## src/obrrt_pkg.sv

```systemverilog
// Shared types, constants and helpers for the output block ring read tracker.
package obrrt_pkg;

  localparam int unsigned BLOCK_BYTES = 256;
  localparam int unsigned MAX_BLOCKS  = 31;
  localparam int unsigned BLK_W       = $clog2(MAX_BLOCKS + 1);
  localparam int unsigned BYTE_W      = $clog2(BLOCK_BYTES);
  localparam int unsigned REWIND_SHIFT = 6;

  localparam logic [BLK_W-1:0] BLOCK_COUNT_RST  = BLK_W'(MAX_BLOCKS);
  localparam logic [1:0]       SAMPLE_SHIFT_RST = 2'd2;

  typedef enum logic {
    REG_BLOCK_COUNT  = 1'b0,
    REG_SAMPLE_SHIFT = 1'b1
  } reg_idx_e;

  typedef enum logic [1:0] {
    CMD_QUERY   = 2'd0,
    CMD_CONSUME = 2'd1,
    CMD_PRODUCE = 2'd2,
    CMD_REWIND  = 2'd3
  } cmd_e;

  typedef struct packed {
    cmd_e        cmd;
    logic [15:0] amount;
  } in_item_t;

  typedef struct packed {
    logic [12:0] sample_count;
    logic [12:0] read_byte_offset;
    logic        rewind_ok;
    logic [4:0]  write_block;
    logic [31:0] stream_position;
  } out_item_t;

  typedef struct packed {
    logic [BLK_W-1:0]  read_block;
    logic [BLK_W-1:0]  write_block;
    logic [BYTE_W-1:0] partial_bytes;
    logic              space_flag;
    logic [31:0]       sample_position;
  } ring_state_t;

  // whole blocks from start block rd up to the write block or the ring end
  function automatic logic [BLK_W-1:0] blocks_ahead(
    input logic [BLK_W:0]   rd,
    input logic [BLK_W-1:0] wr,
    input logic [BLK_W-1:0] bc,
    input logic             valid
  );
    logic [BLK_W:0] res;
    res = '0;
    if ({1'b0, wr} <= rd) begin
      if (({1'b0, wr} < rd) || !valid) begin
        res = ({1'b0, bc} >= rd) ? ({1'b0, bc} - rd) : '0;
      end
    end else begin
      res = {1'b0, wr} - rd;
    end
    return res[BLK_W-1:0];
  endfunction

endpackage

```

## src/output_block_ring_read_tracker.sv

```systemverilog
// Top level of the output block ring read tracker: registers, handshakes and APB port.
//
// Usage: configure block_count (address 0) and sample_shift (address 4) over the
// APB port while the block is idle; reads return the stored values, pready is
// always high. Commands (query, consume, produce, rewind) enter on the in_*
// valid/ready channel; each transaction yields exactly one result on the out_*
// channel, in order.
// Timing: a transaction accepted into the input register is evaluated by a single
// combinational pass over the ring state, and its result is registered when it
// advances; an output stall can hold it in the input register. Throughput is one
// transaction per cycle while out_ready_i is high; the ring state register
// feeds straight back into the next command's pass.
// Stall: while out_ready_i is low and a result waits, the input register holds
// one more transaction and in_ready_o drops; nothing is lost or repeated.
// Reset: ring pointers, partial count and sample position clear, the space flag
// sets (ring empty), block_count returns to 31 and sample_shift to 2, and both
// pipeline registers empty.
module output_block_ring_read_tracker (
  input  logic                 clk_i,
  input  logic                 rst_ni,
  input  logic                 psel,
  input  logic                 penable,
  input  logic                 pwrite,
  input  logic [2:0]           paddr,
  input  logic [31:0]          pwdata,
  output logic [31:0]          prdata,
  output logic                 pready,
  input  logic                 in_valid_i,
  output logic                 in_ready_o,
  input  obrrt_pkg::in_item_t  in_data_i,
  output logic                 out_valid_o,
  input  logic                 out_ready_i,
  output obrrt_pkg::out_item_t out_data_o
);

  logic [4:0] block_count_q;
  logic [1:0] sample_shift_q;
  logic       cfg_wr;
  obrrt_pkg::reg_idx_e cfg_idx;

  logic                  in_vld_q;
  obrrt_pkg::in_item_t   in_item_q;
  logic                  res_vld_q;
  obrrt_pkg::out_item_t  res_q;
  obrrt_pkg::ring_state_t st_q, st_d;
  obrrt_pkg::out_item_t  res_d;
  logic                  advance;

  assign pready  = 1'b1;
  assign cfg_wr  = psel & penable & pwrite;
  assign cfg_idx = obrrt_pkg::reg_idx_e'(paddr[2]);

  always_comb begin
    case (cfg_idx)
      obrrt_pkg::REG_BLOCK_COUNT:  prdata = 32'(block_count_q);
      obrrt_pkg::REG_SAMPLE_SHIFT: prdata = 32'(sample_shift_q);
      default:                     prdata = '0;
    endcase
  end

  always_ff @(posedge clk_i or negedge rst_ni) begin
    if (!rst_ni) begin
      block_count_q  <= obrrt_pkg::BLOCK_COUNT_RST;
      sample_shift_q <= obrrt_pkg::SAMPLE_SHIFT_RST;
    end else if (cfg_wr) begin
      case (cfg_idx)
        obrrt_pkg::REG_BLOCK_COUNT:  block_count_q  <= pwdata[4:0];
        obrrt_pkg::REG_SAMPLE_SHIFT: sample_shift_q <= pwdata[1:0];
        default:                     block_count_q  <= block_count_q;
      endcase
    end
  end

  assign advance     = in_vld_q & (~res_vld_q | out_ready_i);
  assign in_ready_o  = ~in_vld_q | advance;
  assign out_valid_o = res_vld_q;
  assign out_data_o  = res_q;

  obrrt_step u_step (
    .st_i           (st_q),
    .block_count_i  (block_count_q),
    .sample_shift_i (sample_shift_q),
    .item_i         (in_item_q),
    .st_o           (st_d),
    .res_o          (res_d)
  );

  always_ff @(posedge clk_i or negedge rst_ni) begin
    if (!rst_ni) begin
      in_vld_q  <= 1'b0;
      res_vld_q <= 1'b0;
      st_q      <= '{read_block: '0, write_block: '0, partial_bytes: '0,
                     space_flag: 1'b1, sample_position: '0};
    end else begin
      if (in_ready_o) begin
        in_vld_q <= in_valid_i;
      end
      if (advance) begin
        res_vld_q <= 1'b1;
        st_q      <= st_d;
      end else if (out_ready_i) begin
        res_vld_q <= 1'b0;
      end
    end
  end

  always_ff @(posedge clk_i) begin
    if (in_valid_i && in_ready_o) begin
      in_item_q <= in_data_i;
    end
    if (advance) begin
      res_q <= res_d;
    end
  end

endmodule

```

## src/obrrt_step.sv

```systemverilog
// Command datapath: next ring state and result for one transaction.
module obrrt_step (
  input  obrrt_pkg::ring_state_t st_i,
  input  logic [4:0]             block_count_i,
  input  logic [1:0]             sample_shift_i,
  input  obrrt_pkg::in_item_t    item_i,
  output obrrt_pkg::ring_state_t st_o,
  output obrrt_pkg::out_item_t   res_o
);

  logic [4:0]  bc;
  logic [15:0] amount;

  // query
  logic [5:0]  q_rd;
  logic [7:0]  q_bytes;
  logic        q_valid;
  logic [4:0]  q_blocks;
  logic [12:0] q_sum;

  // consume
  logic [18:0] c_desired0, c_desired1;
  logic [8:0]  c_left;
  logic [13:0] c_total1, c_total2, c_total3;
  logic [7:0]  c_pb1, c_pb3, c_rem;
  logic [4:0]  c_rb1, c_rb2, c_rinc, c_rsum;
  logic        c_sf1, c_sf2;
  logic [10:0] c_nblk;
  logic [4:0]  c_ntake, c_avail, c_avail2;
  logic [13:0] c_samples;

  // produce
  logic [5:0]  p_free, p_n, p_w;
  logic [4:0]  p_wr;

  // rewind
  logic [9:0]  r_adj;
  logic [4:0]  r_w;

  assign bc     = block_count_i;
  assign amount = item_i.amount;

  always_comb begin
    q_rd    = {1'b0, st_i.read_block};
    q_bytes = '0;
    q_valid = st_i.space_flag;
    if (st_i.partial_bytes != '0) begin
      q_bytes = 8'(~st_i.partial_bytes + 8'd1);
      q_rd    = {1'b0, st_i.read_block} + 6'd1;
      q_valid = 1'b1;
    end
    q_blocks = obrrt_pkg::blocks_ahead(q_rd, st_i.write_block, bc, q_valid);
    q_sum    = {q_blocks, 8'h00} + {5'd0, q_bytes};
  end

  always_comb begin
    c_desired0 = 19'(amount) << sample_shift_i;
    c_left     = 9'd256 - {1'b0, st_i.partial_bytes};
    c_rinc     = st_i.read_block + 5'd1;
    c_total1   = '0;
    c_desired1 = c_desired0;
    c_pb1      = st_i.partial_bytes;
    c_rb1      = st_i.read_block;
    c_sf1      = st_i.space_flag;
    if (st_i.partial_bytes != '0) begin
      if (c_desired0 < 19'(c_left)) begin
        c_total1   = 14'(c_desired0);
        c_pb1      = st_i.partial_bytes + c_desired0[7:0];
        c_desired1 = '0;
      end else begin
        c_total1   = 14'(c_left);
        c_desired1 = c_desired0 - 19'(c_left);
        c_pb1      = '0;
        c_rb1      = (c_rinc >= bc) ? 5'd0 : c_rinc;
        c_sf1      = 1'b1;
      end
    end

    c_nblk  = c_desired1[18:8];
    c_avail = obrrt_pkg::blocks_ahead({1'b0, c_rb1}, st_i.write_block, bc, c_sf1);
    c_ntake = (c_nblk > 11'(c_avail)) ? c_avail : c_nblk[4:0];
    c_rsum  = c_rb1 + c_ntake;
    c_total2 = c_total1;
    c_avail2 = c_avail;
    c_rb2    = c_rb1;
    c_sf2    = c_sf1;
    if (c_nblk != '0) begin
      c_total2 = c_total1 + {1'b0, c_ntake, 8'h00};
      c_avail2 = c_avail - c_ntake;
      c_rb2    = (c_rsum >= bc) ? 5'd0 : c_rsum;
      c_sf2    = 1'b1;
    end

    c_rem    = c_desired1[7:0];
    c_total3 = c_total2;
    c_pb3    = c_pb1;
    if ((c_rem != '0) && (c_avail2 != '0)) begin
      c_total3 = c_total2 + 14'(c_rem);
      c_pb3    = c_rem;
    end
    c_samples = c_total3 >> sample_shift_i;
  end

  always_comb begin
    if (!st_i.space_flag) begin
      p_free = '0;
    end else if (st_i.read_block > st_i.write_block) begin
      p_free = 6'(st_i.read_block - st_i.write_block);
    end else begin
      p_free = {1'b0, bc} - {1'b0, st_i.write_block} + {1'b0, st_i.read_block};
    end
    p_n  = (amount < 16'(p_free)) ? amount[5:0] : p_free;
    p_w  = {1'b0, st_i.write_block} + p_n;
    if (p_w >= {1'b0, bc}) begin
      p_w = p_w - {1'b0, bc};
    end
    p_wr = p_w[4:0];
  end

  always_comb begin
    r_adj = amount[15:obrrt_pkg::REWIND_SHIFT];
    r_w   = st_i.write_block - r_adj[4:0] + bc;
    if (r_w >= bc) begin
      r_w = r_w - bc;
    end
  end

  always_comb begin
    st_o  = st_i;
    res_o = '0;
    res_o.read_byte_offset = {st_i.read_block, st_i.partial_bytes};
    case (item_i.cmd)
      obrrt_pkg::CMD_QUERY: begin
        res_o.sample_count = q_sum >> sample_shift_i;
      end
      obrrt_pkg::CMD_CONSUME: begin
        st_o.read_block      = c_rb2;
        st_o.partial_bytes   = c_pb3;
        st_o.space_flag      = c_sf2;
        st_o.sample_position = st_i.sample_position + 32'(c_samples);
        res_o.sample_count   = (c_samples > 14'h1FFF) ? 13'h1FFF : c_samples[12:0];
      end
      obrrt_pkg::CMD_PRODUCE: begin
        if ((st_i.read_block < bc) && (st_i.write_block < bc) &&
            (amount != '0) && (p_n != '0)) begin
          st_o.write_block = p_wr;
          if (p_wr == st_i.read_block) begin
            st_o.space_flag = 1'b0;
          end
        end
      end
      obrrt_pkg::CMD_REWIND: begin
        st_o.space_flag = 1'b1;
        if (r_adj >= 10'(bc)) begin
          st_o.write_block = '0;
        end else begin
          st_o.write_block = r_w;
          res_o.rewind_ok  = 1'b1;
        end
      end
      default: begin
        st_o = st_i;
      end
    endcase
    res_o.write_block     = st_o.write_block;
    res_o.stream_position = st_o.sample_position;
  end

endmodule

```

## config.mk

```make
export PLATFORM = sky130hd
export DESIGN_NAME = output_block_ring_read_tracker
export DESIGN_NICKNAME = d
export VERILOG_FILES = /design/src/obrrt_pkg.sv /design/src/output_block_ring_read_tracker.sv /design/src/obrrt_step.sv
export SDC_FILE = /design/constraint.sdc
export NUM_CORES = 1
export LEC_CHECK = 0
export ABC_AREA = 1
export ABC_CLOCK_PERIOD_IN_PS = 31900
export BUFFER_PORTS_ARGS = -buffer_cell sky130_fd_sc_hd__buf_2
export CORE_MARGIN = 10
export CORE_UTILIZATION = 40
export CTS_CLUSTER_SIZE = 40
export DETAILED_ROUTE_END_ITERATION = 10
export SYNTH_ARGS = -nofsm -noshare
export SYNTH_HDL_FRONTEND = slang
export SYNTH_SLANG_ARGS = --single-unit
```

## constraint.sdc

```tcl
create_clock -name clk_i -period 31.9 [get_ports clk_i]
set_clock_uncertainty 0.1 [all_clocks]
set_input_delay 6.38 -clock clk_i [delete_from_list [all_inputs] [get_ports clk_i]]
set_output_delay 6.38 -clock clk_i [all_outputs]
set_load 0.1 [all_outputs]
```

==> run_results.csv <==
group,metric,value,unit
placement,dp_hpwl,29.8,mm
run_status,outcome,"completed",
grt,grt.total_usage,18.4,%
timing,slew_headroom,25.5,%
routing,dr.pass1.iters,6,
clocking,root_buffer,"clkbuf_16",
layout,seq_area,3970,sq um
layout,final_area,15200,sq um
logic_synthesis,yosys.cell_count.top_type,"nand2_1",
setup_path,endpoint_kind,"flip-flop",
logic_synthesis,synth_ff_type,"edfxtp_1",
setup_path,arrival,14280,ps
layout,fillers,3459,
logic_synthesis,synth_top_cells_by_count,"nand2_1, inv_1, o21ai_0",
die,design.die.area,42300,sq um
timing,fin_crit_sh,44.2,%
die,die_w,206,microns
timing,final_hold_viol_count,0,
clocking,cts_sinks,142,
logic_synthesis,synth-seq-cells,142,
logic_synthesis,synthTopCellsByArea,"edfxtp_1, nand2_1, ha_1",
timing,fin_setup_tns,0,ps
logic_synthesis,synth-simple-area-share,25.7,%
setup_path,slowest_delay,970,ps
routing,dr.first_iter.drc_count,905,
placement,dpl_cell_area,14600,sq um
die,ioPinCount,159,
setup_path,crit_fanout,35,
layout,nNetsFinal,2179,
setup_path,critPathRequiredTime,32090,ps
timing,fmax,71.0,MHz
grt,grt_pass1_wl,62.1,mm
grt,grt.overflow.total,0,
setup_path,cp_slowest_cell,"dfstp_2",
timing,rsz0062_at_grt,"no",
logic_synthesis,synth_top_family_by_area,"simple AND/OR/NAND/NOR gates",
routing,vias_per_cell,5.15,
setup_path,startpoint_type,"flip-flop",
worst_hold_path,hp-class,"reg -> reg",
routing,routedWlPerCell,15.9,microns
logic_synthesis,synth_edf_count,82,
clocking,cts_buffers,17,
logic_synthesis,yosysSeqAreaShare,28.8,%
placement,port_buffers,101,
die,core_area,33800,sq um
clocking,cts_buffer_depth,2,
run,drv_cap,0,
timing,finalSetupViolCount,0,
die,rows,67,
grt,grt_pass1_vias,12000,
logic_synthesis,avgSynthCellArea,7.38,sq um
logic_synthesis,async_flop_share,42.3,%
routing,totalWireLength,38.4,mm
layout,drive_above_1_share,9.94,%
logic_synthesis,yosysTopAreaCellShare,17.9,%
setup_path,crit_type,"reg -> reg",
clocking,clkTransAtPathRegs,70,ps
logic_synthesis,yosysTopAreaCell,"edfxtp_1",
layout,multiInputGateArea,8530,sq um
clocking,cts_resized,0,
logic_synthesis,ys_types,58,
grt,antenna_found_initial,0,
timing,worstMarginPinSlew,1120,ps
clocking,ctsHoldBuffers,0,
clocking,cts_tree,"built",
clocking,clock_latency,460,ps
routing,postRouteAntennaNets,0,
timing,finalCriticalPeriod,14090,ps
logic_synthesis,synth.area.mux_share,0.218,%
timing,slew_viol_final,0,
logic_synthesis,synth-adder-area-share,15.8,%
clocking,postCtsSetupRepairBufs,0,
logic_synthesis,synthXorXnorAreaFrac,5.98,%
logic_synthesis,synth_warnings,0,
logic_synthesis,synth-compound-area-share,13.3,%
setup_path,critPathMostFrequentCell,"nand2_1",
logic_synthesis,syn_area,13800,sq um
routing,vias,12500,
routing,drcViolationCount,0,
grt,grt_max_degree,108,
layout,areaGrowthSynthToFinish,10.1,%
placement,gp_congestion,0.907,
clocking,htree_num_levels,4,
die,start_util,40.8,%
logic_synthesis,netlist_instances,1867,
layout,n_antenna_cell,0,
die,fp.dieH,206,microns
state kept, by name (all words and copies together), names as in the netlist:
name / count
sample_shift_q: 2
in_item_q: 18
in_vld_q: 1
block_count_q: 5
out_valid_o: 1
out_data_o: 64
st_q: 51
final cells by class:
class,count,area share (%)
clock buffer,18,2.89
clock inverter,14,0.825
inverter,255,6.33
multi-input combinational,1432,56.3
sequential,142,26.2
tap,448,3.69
timing repair buffer,111,3.83
kinds of logic after synthesis:
family                   Yosys count
other                              2
flip-flops                       142
XOR/XNOR                          94
AND/OR/NAND/NOR                  817
multiplexers                       3
AO/OA/AOI/OAI                    325
buffers and inverters            324
adder cells (fa/ha/maj)          160
cell usage in the layout, fill, tap and decap left out, types with 8 or more instances in the layout:
cell and instances:
a211oi_1 8, a21oi_1 86, a31oi_1 13, buf_2 101, buf_4 10, clkbuf_16 17, conb_1 33, dfrtp_1 53
edfxtp_1 82, fa_1 24, ha_1 136, inv_1 241, inv_2 11, nand2_1 474, nand2_2 17, nand3_1 141
nand3b_1 10, nand4_1 24, nor2_1 105, nor3_1 16, o211ai_1 8, o21ai_0 148, o22ai_1 15, xnor2_1 29
xor2_1 65
routing by layer:
metal  share of wire, %  global-route usage, %  vias to the layer above
li1                   -                      -                     6360
met1                 48                   24.9                     5672
met2                 45                   29.4                      394
met3                6.6                   3.33                       32
met4                1.2                   4.59                        0
met5                  0                      0                        -
final timing paths:
kind	to	from	depth (start not counted)	slack, ps
max	st_q[31]	sample_shift_q[1]	67	17810
min	out_data_o[45]	st_q[40]	0	370
max reg2reg	st_q[31]	sample_shift_q[1]	67	17810
min reg2reg	out_data_o[45]	st_q[40]	0	370
max in group asynchronous	st_q[20]	rst_ni	2	25080
min in group asynchronous	st_q[0]	rst_ni	2	6040
metrics by stage:
stage,hold slack (ps),utilization (%),std cells,setup slack (ps)
floorplan,325,-,1898,16740
global placement,340,43.2,2388,18030
detailed placement,353,43.2,2388,17870
CTS,367,44.9,2420,17850
global route,385,44.9,2420,16110
finish,365,44.9,2420,17810
critical path: cells and delay by family (launching register included):
family                   cells  cell delay, ps
AND/OR/NAND/NOR             34            4670
AO/OA/AOI/OAI               18            4600
buffers and inverters        9            1700
adder cells (fa/ha/maj)      5            1670
flip-flops                   1             970
XOR/XNOR                     1             190
Power is not shown: default switching activity piles up to over one toggle a cycle in this logic, so the estimate is an artifact.
